[src/rtl/ensc_pkg.sv]
// ----------------------------------------------------------------------------
// ensc_pkg: shared types, constants and helpers
// Calibration record, sideband beat fields and signed 32-bit constants used
// across the compensation pipeline.
// ----------------------------------------------------------------------------
package ensc_pkg;

  typedef logic signed [31:0] s32_t;

  // Configuration register indexes
  typedef enum logic [2:0] {
    REG_TEMP    = 3'd0,
    REG_PRESS_A = 3'd1,
    REG_PRESS_B = 3'd2,
    REG_PRESS_C = 3'd3,
    REG_HUM     = 3'd4
  } reg_idx_t;

  typedef struct packed {
    logic [47:0] temp;
    logic [47:0] press_a;
    logic [47:0] press_b;
    logic [47:0] press_c;
    logic [63:0] hum;
  } calib_t;

  // Fields that ride alongside the pressure division
  typedef struct packed {
    logic [31:0] temp;
    logic [16:0] hum;
    logic        zero;
    logic        big;
  } side_t;

  localparam int DIV_STAGES = 32;

  localparam s32_t K_128      = 32'sd128;
  localparam s32_t K_8192     = 32'sd8192;
  localparam s32_t K_16384    = 32'sd16384;
  localparam s32_t K_32768    = 32'sd32768;
  localparam s32_t K_64000    = 32'sd64000;
  localparam s32_t K_76800    = 32'sd76800;
  localparam s32_t K_1048576  = 32'sd1048576;
  localparam s32_t K_2097152  = 32'sd2097152;
  localparam s32_t K_HUM_MAX  = 32'sd419430400;
  localparam logic [31:0] K_3125 = 32'd3125;

  function automatic s32_t sx16(input logic [15:0] v);
    return {{16{v[15]}}, v};
  endfunction

  function automatic s32_t zx16(input logic [15:0] v);
    return {16'b0, v};
  endfunction

  function automatic s32_t sx8(input logic [7:0] v);
    return {{24{v[7]}}, v};
  endfunction

  function automatic s32_t zx8(input logic [7:0] v);
    return {24'b0, v};
  endfunction

  function automatic s32_t zx12(input logic [11:0] v);
    return {20'b0, v};
  endfunction

endpackage

[src/rtl/ensc_back.sv]
// ----------------------------------------------------------------------------
// ensc_back: pressure correction and output register
// Three stages after the divider: square and P8 term, P9 term, final sum.
// ----------------------------------------------------------------------------
module ensc_back (
  input  logic            clk,
  input  logic            rst_n,
  input  logic            en,
  input  ensc_pkg::calib_t calib,
  input  logic            in_vld,
  input  logic [31:0]     quo,
  input  ensc_pkg::side_t side,
  output logic            out_vld,
  output logic [31:0]     temperature,
  output logic [31:0]     pressure,
  output logic [16:0]     humidity
);
  import ensc_pkg::*;

  s32_t p7, p8, p9;
  assign p7 = sx16(calib.press_c[15:0]);
  assign p8 = sx16(calib.press_c[31:16]);
  assign p9 = sx16(calib.press_c[47:32]);

  logic [2:0] vld_r;
  logic [31:0] p, p3w;
  assign p   = side.big ? {quo[30:0], 1'b0} : quo;
  assign p3w = {3'b0, p[31:3]};

  logic [31:0] b1_p_r, b1_sq_r, b2_p_r;
  s32_t b1_m8_r, b2_m9_r, b2_v2_r;
  side_t b1_side_r, b2_side_r;
  logic [31:0] temp_r, press_r;
  logic [16:0] hum_r;

  s32_t b1_sqs, p_s, corr;
  assign b1_sqs = {13'b0, b1_sq_r[31:13]};
  assign p_s    = b2_p_r;
  assign corr   = ((b2_m9_r >>> 12) + b2_v2_r + p7) >>> 4;

  always_ff @(posedge clk) begin
    if (!rst_n) begin
      vld_r <= '0;
    end else if (en) begin
      vld_r <= {vld_r[1:0], in_vld};
    end
  end

  always_ff @(posedge clk) begin
    if (en) begin
      b1_p_r    <= p;
      b1_sq_r   <= p3w * p3w;
      b1_m8_r   <= $signed({2'b0, p[31:2]}) * p8;
      b1_side_r <= side;
      b2_p_r    <= b1_p_r;
      b2_m9_r   <= p9 * b1_sqs;
      b2_v2_r   <= b1_m8_r >>> 13;
      b2_side_r <= b1_side_r;
      // output register
      temp_r  <= b2_side_r.temp;
      hum_r   <= b2_side_r.hum;
      press_r <= b2_side_r.zero ? 32'd0 : 32'(p_s + corr);
    end
  end

  assign out_vld     = vld_r[2];
  assign temperature = temp_r;
  assign pressure    = press_r;
  assign humidity    = hum_r;

endmodule
[config.mk]
export PLATFORM = sky130hd
export DESIGN_NAME = ensc_back
export DESIGN_NICKNAME = d
export VERILOG_FILES = /design/src/rtl/ensc_pkg.sv /design/src/rtl/ensc_back.sv
export SDC_FILE = /design/constraint.sdc
export NUM_CORES = 2
export LEC_CHECK = 0
export ABC_AREA = 1
export BUFFER_PORTS_ARGS = -buffer_cell sky130_fd_sc_hd__buf_2
export CAP_MARGIN = 0
export CORE_AREA = 2 2 283 285
export DETAILED_ROUTE_END_ITERATION = 12
export DIE_AREA = 0 0 285 287
export MAX_ROUTING_LAYER = met4
export PLACE_DENSITY = 0.82
export SKIP_LAST_GASP = 1
export SYNTH_ARGS = -nofsm -noshare
export SYNTH_HDL_FRONTEND = slang
export SYNTH_SLANG_ARGS = --single-unit
[constraint.sdc]
create_clock -name clk -period 17.68 [get_ports clk]
set_input_delay 0.884 -clock clk [delete_from_list [all_inputs] [get_ports clk]]
set_output_delay 0.884 -clock clk [all_outputs]
set_load 0.03 [all_outputs]
After elaboration in Yosys (flattened, before gate mapping)
Cells that the tools add are included.
{"block": "classes", "n_addsub": 3, "n_mul": 3, "muxes": 1}
{"cell": "$add 32x18->32", "count": 1}
{"cell": "$mul 16x20->32", "count": 1}
{"cell": "$mul 29x29->32", "count": 1}
{"cell": "$mul 31x16->32", "count": 1}
{"cell": "$mux 32", "count": 1}
{"cell": "$add 21x16->22", "count": 1}
{"cell": "$add 20x19->21", "count": 1}
{"block": "totals", "ff_bits": 363, "input_bits": 343, "out_inout_bits": 82}

Logic depth before layout (Yosys ltp)
{"block": "logic_depth", "word_depth": 3, "mapped_depth": 37, "depth_no_buf": 34}

Worst setup path before layout
No wires, ideal clock.
{"block": "synth_path", "path_type": "input port to flip-flop", "from": "input side[0] (netlist name)", "to": "register b1_sq_r[31], data pin", "setup_ps": 253, "arrival_ps": 7398, "slack_ps": 10028, "stages": 29, "path_cell_list": "buf_6 -> inv_4 -> buf_6 -> nand2_1 -> nand2_1 -> clkbuf_1 -> buf_1 -> nor2_1 -> fa_1 -> fa_1 -> fa_1 -> inv_1 -> fa_1 -> inv_1 -> fa_1 -> fa_1 -> fa_1 -> inv_1 -> fa_1 -> inv_1 -> ha_1 -> a21oi_1 -> o21ai_0 -> a221oi_1 -> nand2_1 -> a31oi_1 -> inv_1 -> nand3_1 -> nand2_1"}
{"block": "synth_via", "elab_chain_cells": 2}
{"item": "start, declared", "line_no": "ensc_back.sv:12", "text": "input ensc_pkg::side_t side,"}
{"item": "$mux 32", "line_no": "ensc_back.sv:27", "text": "assign p = side.big ? {quo[30:0], 1'b0} : quo;"}
{"item": "$mul 29x29->32", "line_no": "ensc_back.sv:52", "text": "b1_sq_r <= p3w * p3w;"}
{"item": "end signal, assigned", "line_no": "ensc_back.sv:52"}
{"item": "end, declared", "line_no": "ensc_back.sv:30", "text": "logic [31:0] b1_p_r, b1_sq_r, b2_p_r;"}
No other way between the ends.
A chain may end at the register's enable or synchronous reset.

Worst setup path after layout
Same ends and word-level chain as after synthesis.

==> impl_metrics.py <==
metrics = {
    "cells_and_area": {
        "area_delta_synth_final_pct": 6.60,
        "num-nets-final": 7069,
        "drive_above_1_share": 0.0700,
    },
    "die": {
        "io_pins": 425,
        "fp.coreArea_mm2": 0.0786,
        "rows": 103,
        "fp.dieH_um": 287,
        "die_w_um": 285,
        "dieArea_mm2": 0.0818,
        "initial_core_util": 0.618,
    },
    "min_path": {
        "hold_path.class": "flip-flop to flip-flop",
    },
    "timing": {
        "max_clock_freq_ghz": 0.105,
        "fin_crit_sh": 0.537,
        "setup_ws_ns": 8.18,
        "fin_skew_ns": 0.0193,
        "hold_viol_final": 0,
        "fin_setup_tns_ns": 0,
        "finalSetupViolations": 0,
        "slew_headroom": 0.281,
        "report.final.slew_viol_count": 0,
        "rsz0062_at_grt": "false",
        "worstMarginPinSlew_ns": 1.07,
        "finalCriticalPeriod_ns": 9.50,
    },
    "critical_path": {
        "cp.required_ns": 17.94,
        "cp-start-kind": "input pin",
        "end_kind": "flip-flop",
        "path_class": "input pin to flip-flop",
        "critPathSlowestCell": "buf_4",
        "r2r_slack_ns": 11.27,
        "cp_common_cell": "fa_1",
        "crit_fanout": 64,
        "cp.arrival_ns": 9.76,
        "slowest_delay_ns": 0.64,
    },
    "synth": {
        "synth_flop_cell": "edfxtp_1",
        "synth_cell_type_count": 54,
        "syn-cell-area_mm2": 0.0486,
        "yosysSeqAreaShare": 0.200,
        "async_reset_ff_frac": 0,
        "syn_inst": 5321,
        "synth_edf_count": 322,
        "synth_fp_nets": 6946,
        "syn_area_per_cell_um2": 9.13,
        "ys_ff_latch": 325,
        "yosys_warnings": 0,
    },
    "drt": {
        "ant_nets": 0,
        "drt_iter0_drc": 3256,
        "drcViolationCount": 0,
        "dr.pass1.iters": 10,
        "dr_wl_met3_mm": 13.9,
        "routedWlPerCell_um": 19.4,
        "avgViaCountPerCell": 5.57,
        "vias": 36367,
        "m1WireLength_mm": 47.1,
        "wl_met2_mm": 59.0,
        "topRoutingLayerUsed": "met4",
        "routed_wl_mm": 127,
    },
    "cts": {
        "clk_path_buf_depth": 3,
        "post_cts_resized": 0,
        "clk_latency_ns": 0.56,
        "clk_pin_slew_ns": 0.06,
        "cts_tree": "yes",
        "cts_setup_buffers": 0,
        "h-tree-depth": 2,
        "numClockSinks": 325,
        "holdBufCountCts": 0,
        "cts_buffers": 36,
        "cts_root_buf": "clkbuf_16",
    },
    "placed_design": {
        "routabilityCongestion": 0.978,
        "io_buffers": 216,
        "place_hpwl_mm": 98.4,
        "pre_cts_slack_ns": 7.74,
    },
    "status": {
        "outcome": "finished, final reports clean",
    },
    "global_routing": {
        "grt_pass1_wl_mm": 204,
        "antenna_found_initial": 1,
        "gr-total-overflow": 0,
        "grt_pass1_vias": 38745,
        "grt_start_max_net_pins": 100,
        "grt_usage": 0.333,
    },
    "flow_run": {
        "maxCapViolCount": 0,
    },
}
## registers in the layout (all words and copies together) (netlist names)
signal	cells
b1_m8_r	19
b1_p_r	32
b1_side_r	50
b1_sq_r	19
b2_m9_r	20
b2_p_r	32
b2_side_r	50
b2_v2_r	19
humidity	17
pressure	32
temperature	32
vld_r	3
## logic make-up (layout without fill, tap and decap cells)
kind of cell | after synthesis | in the layout | synth area share
and+or+nand+nor | 1646 | 1646 | 0.135
buffers and inverters | 1566 | 1716 | 0.123
adders and majority gates | 1282 | 1282 | 0.473
AOI/OAI and AO/OA | 381 | 381 | 0.0463
DFF | 325 | 325 | 0.200
xor gates and xnor gates | 121 | 121 | 0.0226
other | 0 | 4 | 0
## stage by stage
step / cells / util / cell area [um^2] / hold WS, ns
2_1_floorplan: 5321 / - / 48600 / 0.400
3_3_place_gp: 6456 / 0.643 / 50500 / 0.400
3_5_place_dp: 6456 / 0.643 / 50500 / 0.405
4_1_cts: 6521 / 0.659 / 51800 / 0.416
5_1_grt: 6522 / 0.659 / 51800 / 0.417
6_report: 6525 / 0.659 / 51800 / 0.413
## critical path: cells and delay by family
family / cells / cell delay [ns]
and+or+nand+nor: 6 / 0.96
buffers and inverters: 10 / 2.34
adders and majority gates: 9 / 4.40
AOI/OAI and AO/OA: 4 / 1.11
## placed cells by master, fill, tap and decap left out, types with 3 or more instances in the layout
cell type,instances
a31oi_1,13
nand4_1,24
nand2_1,941
inv_1,1390
diode_2,4
o21ai_1,6
clkinv_2,4
bufinv_16,6
buf_2,215
o211ai_1,4
dfxtp_1,3
buf_4,32
o21bai_1,8
nor2_1,522
a21oi_1,187
clkbuf_16,36
ha_1,360
nand2_4,7
edfxtp_1,322
o21ai_0,86
or2_2,15
nor3_1,27
o2111ai_1,4
o221ai_1,8
inv_2,7
clkinv_1,8
xor2_1,73
o21ai_4,6
o21ai_2,11
nand3b_1,9
o21a_1,16
a211oi_1,4
clkbuf_1,7
nor4_1,11
clkinv_4,3
nand2_2,22
xnor2_1,44
fa_1,922
a21o_1,15
nand3_1,63
## Yosys cell counts (2+ instances only)
cell type / instances / area share
a21o_1: 15 / 0.0023
buf_2: 2 / 0.00021
a31o_2: 2 / 0.00036
a221oi_1: 2 / 0.00036
fa_1: 922 / 0.38
buf_6: 9 / 0.0021
xnor2_2: 2 / 0.00067
nand3b_1: 9 / 0.0014
nand2_2: 22 / 0.0028
a211oi_1: 4 / 0.00062
nand4_1: 24 / 0.0031
nor2_2: 2 / 0.00026
inv_2: 7 / 0.00054
dfxtp_1: 3 / 0.0012
o21ai_1: 7 / 0.00072
xnor2_1: 44 / 0.0079
clkinv_1: 5 / 0.00039
edfxtp_1: 322 / 0.20
nand2_1: 941 / 0.073
o21ai_0: 86 / 0.0089
o2111ai_1: 4 / 0.00072
inv_1: 1390 / 0.11
o221ai_1: 8 / 0.0014
o31ai_1: 2 / 0.00031
nor3_1: 27 / 0.0028
o211ai_1: 4 / 0.00062
nand3_1: 63 / 0.0065
a31oi_1: 13 / 0.0017
nand2_4: 7 / 0.0016
o21ai_2: 10 / 0.0018
o21ai_4: 6 / 0.0020
ha_1: 360 / 0.093
a21oi_1: 187 / 0.019
a21boi_0: 2 / 0.00031
xor2_1: 73 / 0.013
nor4_1: 11 / 0.0014
or2_2: 15 / 0.0019
clkbuf_1: 131 / 0.010
buf_1: 20 / 0.0015
o21bai_1: 8 / 0.0012
o21a_1: 16 / 0.0025
nor2_1: 522 / 0.040
## path summary, 6_finish.rpt
check              startpoint          end  depth (start not counted)
hold reg to reg    b1_p_r[13]   b2_p_r[13]                          0
setup / recovery      side[0]  b1_sq_r[31]                         29
setup reg to reg  b1_sq_r[20]  b2_m9_r[30]                         22
hold / removal     b1_p_r[13]   b2_p_r[13]                          0
## cell type report
type	count	area [um^2]
diodes	4	10.0
well taps	1050	1310
repair buffers	248	1330
flip-flops and latches	325	9730
inverters	1403	5270
clock inverters	22	307
clock buffers	43	927
multi-input cells	3430	32900
fillers	6284	26800
## metal layers
layer	up-vias	track usage
li1	16062	-
met1	17923	0.419
met2	1918	0.523
met3	464	0.0727
met4	0	0.143
met5	-	-
Power is left out: the tool's default activity adds up to more than one toggle a clock period on the data nets, which glitch-free logic cannot reach.
